## src/rtl/ipru_pkg.sv

```systemverilog
package ipru_pkg;

  // Default depth of the row store in pixels
  localparam int MaxRowPixelsDef = 1024;

  // Pixel and field widths
  localparam int PixW      = 24;
  localparam int ChanW     = 8;
  localparam int ScaleW    = 7;
  localparam int WidthW    = 11;
  localparam int PadW      = 2;
  localparam int CfgAddrW  = 1;
  localparam int CfgDataW  = 11;
  localparam int OutTdataW = 32;

  // Register reset values
  localparam logic [ScaleW-1:0] ScaleRst = ScaleW'(1);
  localparam logic [WidthW-1:0] WidthRst = WidthW'(1);

  // Register indexes
  localparam logic [CfgAddrW-1:0] REG_SCALE = 1'b0;
  localparam logic [CfgAddrW-1:0] REG_WIDTH = 1'b1;

  // Operation codes on the input tuser
  localparam logic FUNC_LOAD    = 1'b0;
  localparam logic FUNC_REQUEST = 1'b1;

  // Side information of one result, travels with the store read
  typedef struct packed {
    logic [PadW-1:0] pad;
    logic            rend;
    logic            done;
  } meta_t;

  // One finished result word
  typedef struct packed {
    logic [PixW-1:0] pix;
    meta_t           meta;
  } result_t;

endpackage

```

## src/rtl/ipru_obuf.sv

```systemverilog
module ipru_obuf
  import ipru_pkg::*;
(
  input  logic            clk_i,
  input  logic            rst_ni,
  // request issued this cycle and its side information
  input  logic            issue_i,
  input  meta_t           meta_i,
  // store read data, valid in the cycle after issue
  input  logic [PixW-1:0] rdata_i,
  // room for one more word in flight
  output logic            room_o,
  // result side
  output logic            valid_o,
  input  logic            ready_i,
  output result_t         result_o
);

  localparam int Depth = 4;
  localparam int PtrW  = 2;
  localparam int CntW  = 3;

  logic            rd_valid_q;
  meta_t           rd_meta_q;
  result_t         fifo_q [Depth];
  logic [PtrW-1:0] wr_ptr_q;
  logic [PtrW-1:0] rd_ptr_q;
  logic [CntW-1:0] cnt_q, cnt_d;
  logic            push;
  logic            pop;

  // Hold side information while the store read completes
  always_ff @(posedge clk_i or negedge rst_ni) begin
    if (!rst_ni) begin
      rd_valid_q <= 1'b0;
    end else begin
      rd_valid_q <= issue_i;
    end
  end

  always_ff @(posedge clk_i) begin
    if (issue_i) begin
      rd_meta_q <= meta_i;
    end
  end

  assign push = rd_valid_q;
  assign pop  = valid_o && ready_i;

  // Result queue payload
  always_ff @(posedge clk_i) begin
    if (push) begin
      fifo_q[wr_ptr_q] <= '{pix: rdata_i, meta: rd_meta_q};
    end
  end

  always_comb begin
    cnt_d = cnt_q;
    if (push && !pop) begin
      cnt_d = cnt_q + CntW'(1);
    end else if (pop && !push) begin
      cnt_d = cnt_q - CntW'(1);
    end
  end

  always_ff @(posedge clk_i or negedge rst_ni) begin
    if (!rst_ni) begin
      wr_ptr_q <= '0;
      rd_ptr_q <= '0;
      cnt_q    <= '0;
    end else begin
      if (push) begin
        wr_ptr_q <= wr_ptr_q + PtrW'(1);
      end
      if (pop) begin
        rd_ptr_q <= rd_ptr_q + PtrW'(1);
      end
      cnt_q <= cnt_d;
    end
  end

  // Take a new word only while every word in flight has a queue slot
  assign room_o   = (cnt_q + CntW'(rd_valid_q)) < CntW'(Depth);
  assign valid_o  = (cnt_q != '0);
  assign result_o = fifo_q[rd_ptr_q];

endmodule

```

## config.mk

```make
export PLATFORM = sky130hd
export DESIGN_NAME = ipru_obuf
export DESIGN_NICKNAME = d
export VERILOG_FILES = /design/src/rtl/ipru_pkg.sv /design/src/rtl/ipru_obuf.sv
export SDC_FILE = /design/constraint.sdc
export NUM_CORES = 1
export LEC_CHECK = 0
export ABC_AREA = 1
export BUFFER_PORTS_ARGS = -buffer_cell sky130_fd_sc_hd__clkbuf_2
export CAP_MARGIN = 40
export CORE_MARGIN = 5
export CORE_UTILIZATION = 40
export CTS_CLUSTER_DIAMETER = 120
export DETAILED_ROUTE_END_ITERATION = 8
export HOLD_SLACK_MARGIN = 0.06
export SYNTH_ARGS = -nofsm -noshare
export SYNTH_HDL_FRONTEND = slang
export SYNTH_SLANG_ARGS = --single-unit
```

## constraint.sdc

```tcl
create_clock -name clk_i -period 1.55 [get_ports clk_i]
set_input_delay 0.0775 -clock clk_i [delete_from_list [all_inputs] [get_ports clk_i]]
set_output_delay 0.0775 -clock clk_i [all_outputs]
set_load 0.02 [all_outputs]
```

==> run summary <==
Outcome - finished, violations left
Failing checks - setup timing
Worst-path fanout max - 11
Max Buffers Root-to-Sink - 2
Max Freq - 590 MHz
Total wire length - 10.7 mm
RePlAce Congestion - 0.820
Final setup viols - 29
Tot Pwr - 14000 µW
Final Worst Setup Slack - -0.144 ns
Hold path start - meta_i[3]
Global route total overflow - 0
Flop-to-flop setup slack - -0.02 ns
Worst hold path endpoint - rd_meta_q[3]$_DFFE_PP_
Post-Synthesis Cells - 388
Final layout net count - 554
Clock skew - 0.00808 ns
Startpoint class of the critical path - flip-flop
Syn_nets - 426
Peak supply drop - 1.02 mV
Vias in the first global route - 3132
Final core utilization - 0.552
Static leakage power - 0.00285 µW
Hold depth - 2
Die height - 122 µm
Yosys Warn Count - 0
Synth unique cells - 17
1st-iter DRT viols - 190
Worst-Skew Late Latency - 0.42 ns
GRT Total Usage - 0.145
Worst-case reg-to-reg path depth - 10
Detailed placer's ending HPWL - 5.94 mm
Fillers - 1027
DIE AREA - 0.0149 mm²
Least-Margin Pin Slew - 0.389 ns
RR Startpoint - cnt_q[1]$_DFFE_PN0P_
Share of cells above drive strength 1 - 0.270
TritonCTS clock tree - yes
Placed standard-cell area - 0.00567 mm²
TritonRoute pass-1 iters - 4
Starting Density - 0.404
Via density - 4.63
Top-Level Pins - 62
DR WL/cell - 15.3 µm
Number of antenna diodes - 0
First-pass GRT wire length - 16.0 mm
PwrDens - 2030 mW/mm²
Largest net degree at the start of global routing - 45
Crit path kind - flip-flop to output pin
Final hold vios - 0
Min Clock Period, post-route - 1.69 ns
Crit path DAT - 1.62 ns
Root Buffer - clkbuf_16
CTS Buf Count - 17
Synthesized area - 0.00503 mm²
Row count - 41
Syn Area/Cell - 13.0 µm²
R2r endpoint - cnt_q[2]$_DFFE_PN0P_
DR DRC count - 0
Final design area excluding fillers - 0.00689 mm²
WP data required - 1.47 ns
Sequential cell area fraction in the yosys report - 0.732
# Max-Cap Violations - 0
CTS clock-pin slew for the worst setup and hold paths - 0.06 ns
Flop and latch count out of synthesis - 124
Final Hold Slack - 0.377 ns
Slew Limit Fails - 0
RSZ-0062 raised after global routing - yes
# clock sinks - 124
Final Cycle Share - 1.09
Core Region - 0.0125 mm²
Area Growth Syn to Fin - 36.8%
DR vias - 3247
Min-Delay Path Class - input port to flip-flop
Antenna violations before repair - 0
Slew headroom - 0.740
Buffers added on ports - 61
Setup TNS - -3.17 ns
H-tree levels - 4
CP endpoint kind - output pin
Post-route ant nets - 0
Die X - 122 µm
-- worst max-delay path by stage --
stage / end / slack (ns) / cells after the start / startpoint
final: result_o[27] / -0.14 / 6 / rd_ptr_q[0]$_DFFE_PN0P_
after global routing: result_o[6] / -0.23 / 6 / rd_ptr_q[0]$_DFFE_PN0P_
after CTS: result_o[2] / -0.15 / 5 / rd_ptr_q[0]$_DFFE_PN0P_
after detailed placement: cnt_q[2]$_DFFE_PN0P_ / -0.01 / 10 / cnt_q[1]$_DFFE_PN0P_
after global placement: cnt_q[2]$_DFFE_PN0P_ / 0.03 / 10 / cnt_q[1]$_DFFE_PN0P_
after floorplan: cnt_q[2]$_DFFE_PN0P_ / -0.09 / 10 / cnt_q[0]$_DFFE_PN0P_
-- cells in the mapped netlist --
library cell	count	area, µm²
buf_2	5	25.0
buf_6	8	90.1
clkbuf_1	6	22.5
dfrtp_1	8	200
edfxtp_1	116	3480
fa_1	1	20.0
ha_1	5	62.6
inv_1	68	255
inv_2	1	3.75
nand2_1	104	390
nand3_1	4	20.0
nand4_1	1	6.26
nor2_1	1	3.75
o211ai_1	56	420
o21ai_0	1	5.00
xnor2_1	1	8.76
xor2_1	2	17.5
-- stage by stage --
step	std cells	worst slack [ns]
6_report	701	-0.144
5_1_grt	701	-0.232
4_1_cts	689	-0.146
3_5_place_dp	623	-0.0142
3_3_place_gp	623	0.0332
2_1_floorplan	388	-0.0883
-- timing repair --
item / in CTS / in global routing
gates cloned: 1 / 8
gates resized for setup: 6 / 35
setup endpoints to repair: 29 / 31
pin swaps: 2 / 4
hold endpoints to repair: 115 / 0
setup buffers: 1 / 4
hold buffers: 32 / 0
-- cell type report --
| type | instances | area (µm²) | share of cell area |
|---|---|---|---|
| clock buffer | 17 | 425 | 0.0618 |
| timing repair buffer | 127 | 1100 | 0.160 |
| sequential | 124 | 3690 | 0.535 |
| tap | 172 | 215 | 0.0312 |
| timing repair inverter | 1 | 8.76 | 0.00127 |
| clock inverter | 15 | 174 | 0.0253 |
| inverter | 69 | 282 | 0.0409 |
| multi-input combinational | 176 | 992 | 0.144 |
-- state kept, by name, summed over array words and instances, names as in the netlist --
register   cells
fifo_q       112
wr_ptr_q       2
cnt_q          3
rd_meta_q      4
rd_ptr_q       2
push           1
-- critical path: stages, from the launching register on --
cell and delay, ns:
dfrtp_2 0.48, inv_8 0.15, clkbuf_16 0.18, nand2_1 0.05, o211ai_1 0.07, nand2_1 0.09, clkbuf_2 0.16
-- cell usage in the layout, fill, tap and decap left out, drive strengths merged --
| cell type | count |
|---|---|
| o21ai | 1 |
| xnor2 | 1 |
| clkinvlp | 7 |
| edfxtp | 116 |
| nand3 | 4 |
| nor2 | 1 |
| o211ai | 56 |
| nand4 | 1 |
| bufinv | 3 |
| fa | 1 |
| ha | 5 |
| dlygate4sd3 | 32 |
| xor2 | 2 |
| clkbuf | 67 |
| inv | 67 |
| nand2 | 104 |
| clkinv | 8 |
| buf | 45 |
| dfrtp | 8 |
-- logic make-up (layout without fill, tap and decap cells) --
family / Yosys count / count (layout) / share of synthesized area
fa+ha+maj: 6 / 6 / 0.0164
xor+xnor: 3 / 3 / 0.00522
flops: 124 / 124 / 0.732
simple gates: 110 / 110 / 0.0835
compound gates: 57 / 57 / 0.0845
buf+inv: 88 / 229 / 0.0788
-- power by group --
group	total, µW	internal (µW)	switching [µW]
registers	4610	4390	225
clock network	3950	2520	1430
logic	5390	2170	3220
total	14000	9080	4870
-- per-layer routing --
metal	global-route usage	share of wire	up-vias
li1	-	-	1593
met1	0.184	0.47	1578
met2	0.228	0.48	64
met3	0.0539	0.044	12
met4	0.0546	0.0090	0
met5	0	0	-
No activity file was read; power rests on OpenSTA's default activity.
