===== src/rtl/ipru_pkg.sv =====
package ipru_pkg;

  // Default depth of the row store in pixels
  localparam int MaxRowPixelsDef = 1024;

  // Pixel and field widths
  localparam int PixW      = 24;
  localparam int ChanW     = 8;
  localparam int ScaleW    = 7;
  localparam int WidthW    = 11;
  localparam int PadW      = 2;
  localparam int CfgAddrW  = 1;
  localparam int CfgDataW  = 11;
  localparam int OutTdataW = 32;

  // Register reset values
  localparam logic [ScaleW-1:0] ScaleRst = ScaleW'(1);
  localparam logic [WidthW-1:0] WidthRst = WidthW'(1);

  // Register indexes
  localparam logic [CfgAddrW-1:0] REG_SCALE = 1'b0;
  localparam logic [CfgAddrW-1:0] REG_WIDTH = 1'b1;

  // Operation codes on the input tuser
  localparam logic FUNC_LOAD    = 1'b0;
  localparam logic FUNC_REQUEST = 1'b1;

  // Side information of one result, travels with the store read
  typedef struct packed {
    logic [PadW-1:0] pad;
    logic            rend;
    logic            done;
  } meta_t;

  // One finished result word
  typedef struct packed {
    logic [PixW-1:0] pix;
    meta_t           meta;
  } result_t;

endpackage


===== src/rtl/ipru_ctrl.sv =====
module ipru_ctrl
  import ipru_pkg::*;
#(
  parameter int MAX_ROW_PIXELS = MaxRowPixelsDef,
  parameter int AddrW = (MAX_ROW_PIXELS > 1) ? $clog2(MAX_ROW_PIXELS) : 1
) (
  input  logic                clk_i,
  input  logic                rst_ni,
  // configuration
  input  logic                cfg_we_i,
  input  logic [CfgAddrW-1:0] cfg_addr_i,
  input  logic [CfgDataW-1:0] cfg_wdata_i,
  // accepted input word
  input  logic                accept_i,
  input  logic                func_i,
  // row store access
  output logic                ram_we_o,
  output logic [AddrW-1:0]    ram_waddr_o,
  output logic                ram_re_o,
  output logic [AddrW-1:0]    ram_raddr_o,
  // result side information, valid when ram_re_o is high
  output meta_t               meta_o
);

  logic [ScaleW-1:0] scale_q;
  logic [WidthW-1:0] width_q;
  logic [AddrW-1:0]  load_pos_q, load_pos_d;
  logic [AddrW-1:0]  col_q, col_d;
  logic [ScaleW-1:0] hrep_q, hrep_d;
  logic [ScaleW-1:0] vrep_q, vrep_d;
  logic              emit_q, emit_d;

  logic [ScaleW-1:0] eff_scale;
  logic [31:0]       width32;
  logic [31:0]       eff_w32;
  logic              load_last;
  logic              h_last;
  logic              col_last;
  logic              v_last;
  logic              do_load;
  logic              do_req;
  logic [3:0]        pad_prod;

  // Configuration registers
  always_ff @(posedge clk_i or negedge rst_ni) begin
    if (!rst_ni) begin
      scale_q <= ScaleRst;
      width_q <= WidthRst;
    end else if (cfg_we_i) begin
      case (cfg_addr_i)
        REG_SCALE: scale_q <= cfg_wdata_i[ScaleW-1:0];
        REG_WIDTH: width_q <= cfg_wdata_i[WidthW-1:0];
        default:   ;
      endcase
    end
  end

  // Effective scale and width: zero acts as one, width clamps to the store
  always_comb begin
    eff_scale = (scale_q == '0) ? ScaleW'(1) : scale_q;
    width32   = 32'(width_q);
    if (width_q == '0) begin
      eff_w32 = 32'd1;
    end else if (width32 > 32'(MAX_ROW_PIXELS)) begin
      eff_w32 = 32'(MAX_ROW_PIXELS);
    end else begin
      eff_w32 = width32;
    end
  end

  // Last-step checks, a counter at or past its limit is on its last step
  assign load_last = (32'(load_pos_q) + 32'd1) >= eff_w32;
  assign col_last  = (32'(col_q) + 32'd1) >= eff_w32;
  assign h_last    = ({1'b0, hrep_q} + 8'd1) >= {1'b0, eff_scale};
  assign v_last    = ({1'b0, vrep_q} + 8'd1) >= {1'b0, eff_scale};

  assign do_load = accept_i && (func_i == FUNC_LOAD) && !emit_q;
  assign do_req  = accept_i && (func_i == FUNC_REQUEST) && emit_q;

  // Row padding: (4 - 3*w*s mod 4) mod 4 reduces to w*s mod 4
  assign pad_prod = eff_w32[1:0] * eff_scale[1:0];

  // Advance counters
  always_comb begin
    load_pos_d  = load_pos_q;
    col_d       = col_q;
    hrep_d      = hrep_q;
    vrep_d      = vrep_q;
    emit_d      = emit_q;
    meta_o.pad  = '0;
    meta_o.rend = 1'b0;
    meta_o.done = 1'b0;
    if (do_load) begin
      if (load_last) begin
        load_pos_d = '0;
        emit_d     = 1'b1;
        col_d      = '0;
        hrep_d     = '0;
        vrep_d     = '0;
      end else begin
        load_pos_d = load_pos_q + AddrW'(1);
      end
    end
    if (do_req) begin
      if (h_last) begin
        hrep_d = '0;
        if (col_last) begin
          col_d       = '0;
          meta_o.rend = 1'b1;
          meta_o.pad  = pad_prod[PadW-1:0];
          if (v_last) begin
            vrep_d      = '0;
            meta_o.done = 1'b1;
            emit_d      = 1'b0;
            load_pos_d  = '0;
          end else begin
            vrep_d = vrep_q + ScaleW'(1);
          end
        end else begin
          col_d = col_q + AddrW'(1);
        end
      end else begin
        hrep_d = hrep_q + ScaleW'(1);
      end
    end
  end

  always_ff @(posedge clk_i or negedge rst_ni) begin
    if (!rst_ni) begin
      load_pos_q <= '0;
      col_q      <= '0;
      hrep_q     <= '0;
      vrep_q     <= '0;
      emit_q     <= 1'b0;
    end else begin
      load_pos_q <= load_pos_d;
      col_q      <= col_d;
      hrep_q     <= hrep_d;
      vrep_q     <= vrep_d;
      emit_q     <= emit_d;
    end
  end

  // Store a loaded pixel, fetch a requested one
  assign ram_we_o    = do_load;
  assign ram_waddr_o = load_pos_q;
  assign ram_re_o    = do_req;
  assign ram_raddr_o = col_q;

endmodule


===== config.mk =====
export PLATFORM = sky130hd
export DESIGN_NAME = ipru_ctrl
export DESIGN_NICKNAME = d
export VERILOG_FILES = /design/src/rtl/ipru_pkg.sv /design/src/rtl/ipru_ctrl.sv
export SDC_FILE = /design/constraint.sdc
export NUM_CORES = 1
export LEC_CHECK = 0
export ABC_CLOCK_PERIOD_IN_PS = 2880
export BUFFER_PORTS_ARGS = -buffer_cell sky130_fd_sc_hd__buf_2
export CAP_MARGIN = 20
export CORE_AREA = 2 2 85 87
export CTS_BUF_LIST = sky130_fd_sc_hd__clkbuf_8
export CTS_CLUSTER_DIAMETER = 120
export DETAILED_ROUTE_END_ITERATION = 8
export DIE_AREA = 0 0 87 89
export GPL_TIMING_DRIVEN = 1
export PLACE_DENSITY = 0.85
export REMOVE_ABC_BUFFERS = 1
export SLEW_MARGIN = 20
export SYNTH_ARGS = -nofsm -noshare
export SYNTH_HDL_FRONTEND = slang
export SYNTH_SLANG_ARGS = --single-unit

===== constraint.sdc =====
create_clock -name clk_i -period 2.88 [get_ports clk_i]
set_input_delay 0.144 -clock clk_i [delete_from_list [all_inputs] [get_ports clk_i]]
set_output_delay 0.144 -clock clk_i [all_outputs]
set_load 0.03 [all_outputs]

==> impl_metrics.csv, run 1 <==
group,metric,value,unit
outcome,status,"complete, but fails checks",
outcome,failed_checks,"negative setup slack",
critical_path,path_delay_family,"simple AND/OR/NAND/NOR gates",
synth,async_reset_ff_share,100.0,%
grt,grt_overflow,0,
grt,globalRoute.busiestLayer,"met2",
synth,synth-main-ff-cell,"sky130_fd_sc_hd__dfrtp_1",
floorplan,design.portCount,43,
sta,report.final.setup_viol,39,
critical_path,worstPathArrival,3060,ps
synth,synth_area_leader_cell,"sky130_fd_sc_hd__dfrtp_1",
hold_path,min-delay-start,"cfg_wdata_i[10]",
grt,track_usage,27.81,%
synth,post_synth_fa_ha_maj_area_fraction,13.85,%
cts,cts_root_buffer,"sky130_fd_sc_hd__clkbuf_8",
critical_path,path_max_fanout,4,
synth,syn-mean-instance-area,9.174,sq um
critical_path,setup.worst_path.start_class,"register",
drt,via_count,3652,
grt,maximum_number_of_pins_on_one_net_before_global_route_repair,36,
sta,timing_hold_violations_final,0,
placed_design,gp_routability_congestion,0.9419,
grt,globalRouteMet3Util,5.633,%
floorplan,die_width,87,um
finish,final_cell_mix,"50 x sky130_fd_sc_hd__dfrtp_1, 48 x sky130_fd_sc_hd__buf_4, 47 x sky130_fd_sc_hd__nand2_1",
power_and_ir_drop,peakVddDrop,0.3453,mV
finish,finish.net_count,550,
drt,firstDrtPassIters,6,
finish,final-instance-count-excl-fill,574,
grt,antenna_found_initial,0,
critical_path,rr_startpoint,"ram_raddr_o[0]",
synth,netlist.area_leader.share,35.31,%
placed_design,placed_wire_length_estimate_after_detailed_placement,6703,um
placed_design,placement.io_buffers,42,
sta,rsz0062_at_grt,"yes",
critical_path,required,2740,ps
placed_design,placed_cells_incl_taps,547,
grt,use_met1,33.14,%
critical_path,cp-startpoint,"ram_raddr_o[0]",
synth,synthesis.yosys.warnings,0,
floorplan,num_rows,30,
synth,synth_xor_area_share,5.331,%
sta,timing_worst_slew_pin_value,760.0,ps
sta,post-route-min-period,3202,ps
cts,clock_transition_at_path_regs,110,ps
drt,route.detailed.wl_per_inst,20.00,um
synth,complex_gate_fraction_of_the_synthesized_area,15.58,%
hold_path,hold_path.class,"in -> reg",
grt,globalRouteMet2Util,49.41,%
critical_path,worstPathBufferInverterCount,2,
drt,remaining_drc_errors,0,
cts,clock_latency,320,ps
cts,cts-root-to-sink-buffers,2,
critical_path,timing_worst_setup_path_type,"reg -> out",
critical_path,delay_of_the_slowest_cell_on_the_worst_path,440,ps
cts,clock_buffer_count_from_cts,5,
synth,ys_top_cells_by_area,"sky130_fd_sc_hd__dfrtp_1 35%, sky130_fd_sc_hd__ha_1 14%, sky130_fd_sc_hd__nand2_1 5.0%",
synth,post_synth_mux_area_share,4.327,%
run,maxCapViolations,0,
sta,timing_limited_maximum_frequency,312.3,MHz
grt,via_count_of_the_first_global_routing_pass,3559,
finish,num_antenna_cells,0,
synth,yosysSeqAreaShare,36.76,%
synth,synth.lib_cells_used.distinct,51,
placed_design,pre_cts_ws,-419.3,ps
synth,synth.ff_latch_count,53,
cts,tritoncts_num_sinks,53,
sta,fin_crit_sh,111.2,%
power_and_ir_drop,power.leakage,2.322,nW
finish,drive_gt1_share,37.85,%
floorplan,floorplan.initialDensity,53.80,%
cts,htree_num_levels,2,
sta,maxSlewHeadroom,49.23,%
synth,syn_inst,394,
finish,fin_util,73.07,%
synth,mappedNetlistArea,3615,sq um
drt,dr.first_iter.drc_count,370,
floorplan,placeableCoreArea,6719,sq um
grt,grt_pass1_wl,16700,um
sta,timing.final.max_slew_violations,0,
cts,tritoncts,"built",
critical_path,crit_path_frequent_cell,"sky130_fd_sc_hd__and3_4",
sta,final.setup.worst_slack,-322.3,ps
finish,area_added_between_synthesis_and_finish,35.83,%
synth,dominant_combinational_cell_family_by_area_after_synthesis,"simple AND/OR/NAND/NOR gates",
critical_path,slowest_stage_cell_on_the_critical_path,"sky130_fd_sc_hd__dfrtp_1",
critical_path,worst_setup_path_end_kind,"output port",
sta,clock_skew,12.59,ps
drt,finalWirelength,11480,um
power_and_ir_drop,power.density_cell_area,784.7,nW/um^2
floorplan,die_area,7743,sq um
drt,postRouteAntennaNets,0,
drt,vias_per_cell,6.362,
critical_path,cp_cell_sequence,"and3_4 > nand3_4 > nor2_1 > or2_2 > ha_1 > and3_4 > a221oi_4 > nor2b_4 > o221ai_4 > inv_2 > and3_4 > buf_6",
finish,layout.cells.most_common,"sky130_fd_sc_hd__dfrtp_1",
floorplan,die_h,89,um
synth,yosys.area_share.simple,20.46,%
synth,synth_enable_flop_cells,0,
[synthesized netlist by cell type, types with 2 or more instances]
cell type / n
sky130_fd_sc_hd__a2111oi_2: 2
sky130_fd_sc_hd__nor2b_1: 7
sky130_fd_sc_hd__nor2_1: 23
sky130_fd_sc_hd__mux2_2: 13
sky130_fd_sc_hd__a22o_1: 4
sky130_fd_sc_hd__a221o_1: 2
sky130_fd_sc_hd__dfrtp_1: 51
sky130_fd_sc_hd__a211oi_1: 2
sky130_fd_sc_hd__and3_1: 8
sky130_fd_sc_hd__or2_2: 7
sky130_fd_sc_hd__nand2_1: 48
sky130_fd_sc_hd__a221oi_1: 2
sky130_fd_sc_hd__nand4_1: 2
sky130_fd_sc_hd__xor2_1: 7
sky130_fd_sc_hd__a31oi_1: 7
sky130_fd_sc_hd__a21oi_1: 13
sky130_fd_sc_hd__clkbuf_1: 7
sky130_fd_sc_hd__a21o_1: 6
sky130_fd_sc_hd__inv_1: 26
sky130_fd_sc_hd__dfstp_2: 2
sky130_fd_sc_hd__nand3_1: 23
sky130_fd_sc_hd__nor3_1: 8
sky130_fd_sc_hd__nor4_1: 8
sky130_fd_sc_hd__o21a_1: 4
sky130_fd_sc_hd__o2bb2ai_1: 4
sky130_fd_sc_hd__ha_1: 40
sky130_fd_sc_hd__o21ai_0: 25
sky130_fd_sc_hd__xnor2_1: 15
sky130_fd_sc_hd__buf_2: 2
sky130_fd_sc_hd__nand2b_1: 4
sky130_fd_sc_hd__and2_1: 2
[power breakdown]
part	switching (W)	total (W)	internal (W)
clock network	0.000270	0.000441	0.000171
logic	0.00128	0.00232	0.00104
registers	0.000178	0.00109	0.000914
[final timing paths]
kind                                       end  depth (start not counted)  slack [ps]
max in group asynchronous           width_q[0]                          3        1750
min in group asynchronous       ram_raddr_o[0]                          2         300
worst min register to register       hrep_q[3]                          2         570
worst max register to register       vrep_q[5]                         13        -280
worst max-delay path                 meta_o[2]                         12        -320
worst min-delay path               width_q[10]                          2          60
[flip-flops by register name, indices dropped and copies added, names as in the netlist]
register     count
ram_raddr_o     10
ram_waddr_o     10
hrep_q           7
vrep_q           7
emit_q           1
scale_q          7
width_q         11
[area by class of cell]
| cell class | instances | area, sq um |
|---|---|---|
| fill | 413 | 1809 |
| sequential | 53 | 1330 |
| clock inverter | 3 | 17.52 |
| inverter | 26 | 97.59 |
| clock buffer | 5 | 68.82 |
| tap | 80 | 100.1 |
| multi-input combinational | 306 | 2557 |
| timing repair buffer | 101 | 738.2 |
[stage by stage]
step / area [sq um] / setup TNS [ps] / power (W) / hold slack, ps
6_report: 4910 / -4490 / 0.003852 / 58.03
2_1_floorplan: 3578 / -17350 / 0.002152 / -151.6
5_1_grt: 4910 / -8394 / 0.004038 / 61.41
4_1_cts: 4659 / -2964 / 0.003478 / 55.25
3_3_place_gp: 4189 / -4301 / 0.002634 / 101.7
3_5_place_dp: 4189 / -8715 / 0.002719 / 107.7
[cell families (layout without fill, tap and decap cells)]
family | Yosys count | in the layout
compound gates | 82 | 82
xor+xnor | 22 | 22
fa+ha+maj | 40 | 40
buf+inv | 35 | 135
flops | 53 | 53
mux | 14 | 14
simple gates | 148 | 148
[layer usage]
| layer | routed length (um) | part of all wire [%] |
|---|---|---|
| met5 | 0 | 0 |
| met4 | 563 | 4.9 |
| met3 | 826 | 7.2 |
| met2 | 5770 | 50 |
| met1 | 4319 | 38 |
[repair_timing]
item,4_1_cts,5_1_grt
setup endpoints to repair,37,39
gates cloned,1,1
resized for setup,56,47
setup buffers,10,10
hold buffers,1,0
pin swaps,23,9
hold endpoints to repair,17,0
Power figures use the tool's default switching activity.
==> run 2: changes to the inputs <==
Settings changed: ABC_AREA from default to 1, CORE_AREA 2 2 85 87 to 2 2 87 89, CTS_BUF_LIST sky130_fd_sc_hd__clkbuf_8 to default, DIE_AREA 0 0 87 89 to 0 0 89 91.
==> run 2 against run 1 <==
The flow still finishes with violations (negative setup slack). Clock power up 3%. Synthesized cell count up 28%. Die area up 4.6%. First-iteration DRC count down 35%. Utilization down 8.0 points. Register-to-register slack better by 260 ps. Fmax up 4.9%. Power up 0.75%. Global-route usage down 3.6 points. Sequential share of layout area up 1.6 points. Count of clock-buffer cells in the layout unchanged. Routed wire length down 17%. Largest power group unchanged. Highest routed layer unchanged.
==> impl_metrics.csv, run 2 <==
group,metric,value,unit
finish,final-instance-count-excl-fill,672,
placed_design,placement.cell_area,4220,sq um
cts,cts_root_buffer,"sky130_fd_sc_hd__clkbuf_8",
placed_design,placed_wire_length_estimate_after_detailed_placement,6823,um
floorplan,num_rows,31,
finish,stdcell_area,4647,sq um
sta,post-route-min-period,3053,ps
floorplan,die_width,89,um
sta,clock_skew,10.88,ps
power_and_ir_drop,power.leakage,2.636,nW
outcome,status,"complete, but fails checks",
sta,timing.final.max_slew_violations,0,
placed_design,placement.io_buffers,42,
grt,track_usage,24.26,%
cts,clock_buffer_count_from_cts,5,
sta,timing_limited_maximum_frequency,327.6,MHz
drt,dr.first_iter.drc_count,241,
synth,synth.ff_latch_count,53,
grt,grt_overflow,0,
critical_path,setup.worst_path.start_class,"register",
outcome,failed_checks,"negative setup slack",
floorplan,die_area,8099,sq um
grt,maximum_number_of_pins_on_one_net_before_global_route_repair,34,
finish,finish.net_count,629,
finish,flip_flop_count_of_the_largest_register_all_copies_and_words_added,11,
placed_design,placed_cells_incl_taps,652,
synth,yosysSeqAreaShare,34.88,%
grt,via_count_of_the_first_global_routing_pass,3563,
power_and_ir_drop,peakVddDrop,0.3326,mV
critical_path,path_max_fanout,4,
synth,synth_commonest_cells,"136 x sky130_fd_sc_hd__nand2_1, 84 x sky130_fd_sc_hd__inv_1, 51 x sky130_fd_sc_hd__dfrtp_1",
finish,area_added_between_synthesis_and_finish,21.97,%
placed_design,gp_routability_congestion,0.9647,
floorplan,design.portCount,43,
cts,htree_num_levels,2,
drt,via_count,3608,
drt,route.detailed.wl_per_inst,14.21,um
synth,syn_inst,505,
critical_path,timing_worst_setup_path_type,"reg -> out",
synth,synth_enable_flop_cells,0,
finish,layout.cells.most_common,"sky130_fd_sc_hd__nand2_1",
finish,fillers,579,
grt,antenna_found_initial,0,
drt,remaining_drc_errors,0,
synth,mappedNetlistArea,3810,sq um
cts,clock_transition_at_path_regs,110,ps
grt,grt_pass1_wl,15670,um
finish,drive_gt1_share,22.86,%
power_and_ir_drop,power.density_cell_area,835.2,nW/um^2
finish,num_antenna_cells,0,
run,maxCapViolations,0,
sta,maxSlewHeadroom,49.24,%
hold_path,min-delay-start,"cfg_wdata_i[7]",
drt,vias_per_cell,5.369,
cts,tritoncts_num_sinks,53,
sta,report.final.setup_viol,14,
synth,synthesis.yosys.warnings,0,
synth,async_reset_ff_share,100.0,%
sta,final.setup.worst_slack,-172.8,ps
cts,tritoncts,"built",
sta,fin_crit_sh,106.0,%
cts,cts-root-to-sink-buffers,2,
critical_path,worst_setup_path_end_kind,"output port",
synth,synth_area_leader_cell,"sky130_fd_sc_hd__dfrtp_1",
drt,finalWirelength,9549,um
synth,netlist.area_leader.share,33.50,%
sta,timing_worst_slew_pin_value,761.4,ps
synth,synth-main-ff-cell,"sky130_fd_sc_hd__dfrtp_1",
finish,final_cell_mix,"123 x sky130_fd_sc_hd__nand2_1, 82 x sky130_fd_sc_hd__inv_1, 49 x sky130_fd_sc_hd__dfrtp_1",
floorplan,floorplan.initialDensity,53.38,%
finish,registers.top_by_ff_count,"width_q",
floorplan,placeableCoreArea,7137,sq um
critical_path,required,2740,ps
drt,postRouteAntennaNets,0,
cts,clock_latency,330,ps
synth,synth.lib_cells_used.distinct,34,
synth,syn-mean-instance-area,7.544,sq um
critical_path,rr_startpoint,"ram_raddr_o[1]",
synth,synth_most_common_cell,"sky130_fd_sc_hd__nand2_1",
floorplan,die_h,91,um
sta,timing_hold_violations_final,0,
drt,firstDrtPassIters,5,
critical_path,cp-startpoint,"ram_raddr_o[1]",
synth,ys_top_cells_by_area,"sky130_fd_sc_hd__dfrtp_1 33%, sky130_fd_sc_hd__nand2_1 13%, sky130_fd_sc_hd__ha_1 13%",
critical_path,worstPathArrival,2910,ps
sta,rsz0062_at_grt,"yes",
hold_path,hold_path.class,"in -> reg",
==> run 2: changes by cell type in the layout (fill, tap and decap cells not counted), sizes merged, moves of 8 or more <==
cell   delta
nor2     +10
nand2    +93
buf      -35
nor4      -8
nand3    +10
and3      -8
mux2     -10
xnor2    -13
xor2     +15
inv      +58
==> run 2: metal layers <==
metal	global-route usage (%)	routed length (um)	part of all wire, %
met5	0	0	0
met4	9.826	342	3.6
met3	3.727	561	5.9
met2	40.11	4600	48
met1	31.32	4045	42
==> run 2: final cells by class <==
type | count | area, sq um | area share, %
multi-input cells | 361 | 2355 | 50.67
flip-flops and latches | 53 | 1331 | 28.65
repair buffers | 66 | 422.9 | 9.101
inverters | 85 | 319.1 | 6.866
well taps | 99 | 123.9 | 2.666
clock buffers | 5 | 68.82 | 1.481
clock inverters | 3 | 26.28 | 0.5654
==> run 2: worst paths after layout <==
check / endpoint / slack [ps] / cells after the start
worst max register to register: ram_waddr_o[5] / -20 / 18
worst max-delay path: meta_o[0] / -170 / 16
worst min register to register: scale_q[2] / 520 / 2
min in group asynchronous: vrep_q[4] / 410 / 2
worst min-delay path: width_q[7] / 50 / 2
max in group asynchronous: scale_q[0] / 1620 / 3
==> run 2: repair_timing <==
| item | in CTS | in global routing |
|---|---|---|
| setup buffers | 6 | 5 |
| gates resized for setup | 30 | 28 |
| gates cloned | 1 | 0 |
| pin swaps | 8 | 14 |
| endpoints found under the setup margin | 11 | 39 |
| hold buffers | 1 | 0 |
| endpoints found under the hold margin | 32 | 0 |
==> run 2: critical path, stage by stage, from the launching register on <==
cell and delay (ps):
sky130_fd_sc_hd__dfrtp_1 430, sky130_fd_sc_hd__ha_1 210, sky130_fd_sc_hd__nand3_1 130, sky130_fd_sc_hd__nor3_2 180, sky130_fd_sc_hd__nand3_1 140, sky130_fd_sc_hd__xor2_1 190
sky130_fd_sc_hd__ha_1 300, sky130_fd_sc_hd__nand3_1 100, sky130_fd_sc_hd__inv_1 110, sky130_fd_sc_hd__nand3_1 150, sky130_fd_sc_hd__inv_1 120, sky130_fd_sc_hd__nor2_1 50
sky130_fd_sc_hd__buf_4 140, sky130_fd_sc_hd__nor2_8 100, sky130_fd_sc_hd__nand2_4 60, sky130_fd_sc_hd__inv_2 50, sky130_fd_sc_hd__buf_6 120
==> run 2: logic make-up (layout without fill, tap and decap cells) <==
group,Yosys count,count (layout),synth area share [%]
flops,53,53,34.88
mux,3,3,0.8866
compound gates,59,59,8.374
simple gates,234,235,27.82
fa+ha+maj,40,40,13.14
buf+inv,92,159,9.392
xor+xnor,24,24,5.517
==> run 2: through the flow <==
step | hold WS [ps] | TNS [ps] | utilization (%) | total power (W) | worst slack (ps)
finish | 49.85 | -695.6 | 65.11 | 0.003881 | -172.8
global route | 45.26 | -4779 | 65.11 | 0.004222 | -380.0
CTS | 49.83 | -120.6 | 62.80 | 0.003703 | -61.85
detailed placement | 261.0 | -36.22 | 59.13 | 0.003160 | -36.22
global placement | 237.0 | 0 | 59.13 | 0.003042 | 129.3
floorplan | -151.6 | -5491 | - | 0.002600 | -287.4
==> run 2: report_power, final <==
group / leakage, nW / internal [W] / switching (W) / total [W]
Sequential: 0.659 / 0.000950 / 0.000218 / 0.00117
Clock: 0.0487 / 0.000178 / 0.000276 / 0.000454
Combinational: 1.93 / 0.000828 / 0.00143 / 0.00226
Total: 2.64 / 0.00196 / 0.00193 / 0.00388
==> run 3: changes to the inputs <==
Settings changed: HOLD_SLACK_MARGIN from default to 0.05.
==> run 3 against run 2 <==
The flow still finishes with violations (negative setup slack). Combinational power is essentially flat. Die area unchanged. Global-route usage stayed put. Critical path type unchanged. Largest power group unchanged.
==> impl_metrics.csv, run 3 (same netlist as run 2, synthesis figures left out) <==
group,metric,value,unit
finish,final_cell_mix,"123 x sky130_fd_sc_hd__nand2_1, 82 x sky130_fd_sc_hd__inv_1, 49 x sky130_fd_sc_hd__dfrtp_1",
floorplan,die_width,89,um
drt,route.detailed.wl_per_inst,14.13,um
placed_design,placed_wire_length_estimate_after_detailed_placement,6823,um
run,maxCapViolations,0,
sta,worst_slack_on_hold_paths,54.29,ps
cts,cts_root_buffer,"sky130_fd_sc_hd__clkbuf_8",
finish,flip_flop_count_of_the_largest_register_all_copies_and_words_added,11,
sta,report.final.setup_viol,14,
floorplan,die_area,8099,sq um
finish,area_added_between_synthesis_and_finish,22.76,%
cts,clock_buffer_count_from_cts,5,
sta,rsz0062_at_grt,"yes",
critical_path,worst_setup_path_end_kind,"output port",
drt,firstDrtPassIters,5,
finish,registers.top_by_ff_count,"width_q",
critical_path,timing_worst_setup_path_type,"reg -> out",
grt,grt_overflow,0,
grt,via_count_of_the_first_global_routing_pass,3563,
sta,timing.final.max_slew_violations,0,
cts,htree_num_levels,2,
critical_path,capturing_instance_or_port_of_the_critical_path,"meta_o[0]",
finish,finish.net_count,632,
sta,post-route-min-period,3046,ps
critical_path,crit-reg2reg-capture,"ram_waddr_o[8]",
drt,dr.first_iter.drc_count,247,
sta,maxSlewHeadroom,49.31,%
grt,grt_pass1_wl,15670,um
sta,fin_crit_sh,105.8,%
sta,timing_hold_violations_final,0,
power_and_ir_drop,peakVddDrop,0.3327,mV
drt,finalWirelength,9539,um
power_and_ir_drop,power.density_cell_area,831.3,nW/um^2
finish,drive_gt1_share,22.74,%
cts,cts-root-to-sink-buffers,2,
power_and_ir_drop,power.leakage,2.649,nW
grt,track_usage,24.26,%
finish,final-instance-count-excl-fill,675,
floorplan,design.portCount,43,
drt,via_count,3619,
floorplan,die_h,91,um
sta,timing_worst_slew_pin_value,760.3,ps
finish,fillers,576,
grt,antenna_found_initial,0,
floorplan,num_rows,31,
floorplan,floorplan.initialDensity,53.38,%
sta,timing_limited_maximum_frequency,328.3,MHz
critical_path,worstPathArrival,2900,ps
drt,remaining_drc_errors,0,
critical_path,path_max_fanout,4,
critical_path,rr_startpoint,"ram_raddr_o[1]",
finish,layout.cells.most_common,"sky130_fd_sc_hd__nand2_1",
placed_design,gp_routability_congestion,0.9647,
cts,clock_transition_at_path_regs,110,ps
finish,num_antenna_cells,0,
drt,vias_per_cell,5.361,
outcome,status,"complete, but fails checks",
floorplan,placeableCoreArea,7137,sq um
sta,setup_tns,-609.4,ps
critical_path,worst_r2r_path_depth,18,
drt,postRouteAntennaNets,0,
placed_design,placed_cells_incl_taps,652,
critical_path,cp-startpoint,"ram_raddr_o[1]",
cts,tritoncts,"built",
placed_design,placement.io_buffers,42,
cts,tritoncts_num_sinks,53,
outcome,failed_checks,"negative setup slack",
critical_path,required,2740,ps
sta,final.setup.worst_slack,-166.1,ps
hold_path,hold_path.class,"in -> reg",
sta,clock_skew,12.13,ps
cts,clock_latency,330,ps
critical_path,reg2reg_setup_slack,-10,ps
grt,maximum_number_of_pins_on_one_net_before_global_route_repair,34,
critical_path,setup.worst_path.start_class,"register",
==> run 3: changes by cell type in the layout (fill, tap and decap cells not counted), sizes merged <==
cell         change
dlygate4sd3      +3
==> run 3: how the worst min path moves through the flow <==
stage	startpoint	to	cells after the start
4_1_cts	cfg_wdata_i[0]	width_q[0]	3
3_5_place_dp	rst_ni	scale_q[5]	1
2_1_floorplan	rst_ni	emit_q	0
6_report	cfg_wdata_i[8]	width_q[8]	2
3_3_place_gp	rst_ni	scale_q[5]	1
5_1_grt	cfg_wdata_i[8]	width_q[8]	2
==> run 3: through the flow <==
stage / utilization [%] / setup slack, ps / instance area [sq um] / total power, W
6_report: 65.53 / -166.1 / 4677 / 0.003888
5_1_grt: 65.53 / -380.0 / 4677 / 0.004225
4_1_cts: 62.94 / -61.85 / 4492 / 0.003704
3_5_place_dp: 59.13 / -36.22 / 4220 / 0.003160
3_3_place_gp: 59.13 / 129.3 / 4220 / 0.003042
2_1_floorplan: - / -287.4 / 3771 / 0.002600
==> run 3: final cells by class <==
class	instances	area, sq um	share of cell area, %
multi-input combinational	361	2355	50.35
sequential	53	1331	28.46
timing repair buffer	69	452.9	9.684
inverter	85	319.1	6.822
tap	99	123.9	2.648
clock buffer	5	68.82	1.471
clock inverter	3	26.28	0.5618
==> run 3: critical path, cell delays in order (launching register included) <==
cell	delay, ps
sky130_fd_sc_hd__dfrtp_1	430
sky130_fd_sc_hd__ha_1	210
sky130_fd_sc_hd__nand3_1	130
sky130_fd_sc_hd__nor3_2	180
sky130_fd_sc_hd__nand3_1	140
sky130_fd_sc_hd__xor2_1	190
sky130_fd_sc_hd__ha_1	300
sky130_fd_sc_hd__nand3_1	100
sky130_fd_sc_hd__inv_1	110
sky130_fd_sc_hd__nand3_1	140
sky130_fd_sc_hd__inv_1	120
sky130_fd_sc_hd__nor2_1	50
sky130_fd_sc_hd__buf_4	140
sky130_fd_sc_hd__nor2_8	100
sky130_fd_sc_hd__nand2_4	60
sky130_fd_sc_hd__inv_2	50
sky130_fd_sc_hd__buf_6	120
==> run 3: power breakdown <==
part	switching [W]	internal, W	leakage, nW	total, W
Clock	0.000277	0.000178	0.0487	0.000455
Sequential	0.000217	0.000950	0.659	0.00117
Combinational	0.00143	0.000832	1.94	0.00227
Total	0.00193	0.00196	2.65	0.00389
==> run 3: timing repair <==
action / in CTS / in global routing
gates resized for setup: 30 / 28
hold endpoints to repair: 33 / 2
endpoints found under the setup margin: 11 / 39
setup buffers: 6 / 5
cloned: 1 / 0
hold buffers: 2 / 2
pin swaps: 8 / 14
==> run 3: metal layers <==
layer	track usage (%)	share of wire, %
met4	9.826	3.7
met1	31.32	43
met3	3.727	5.3
met5	0	0
met2	40.11	48
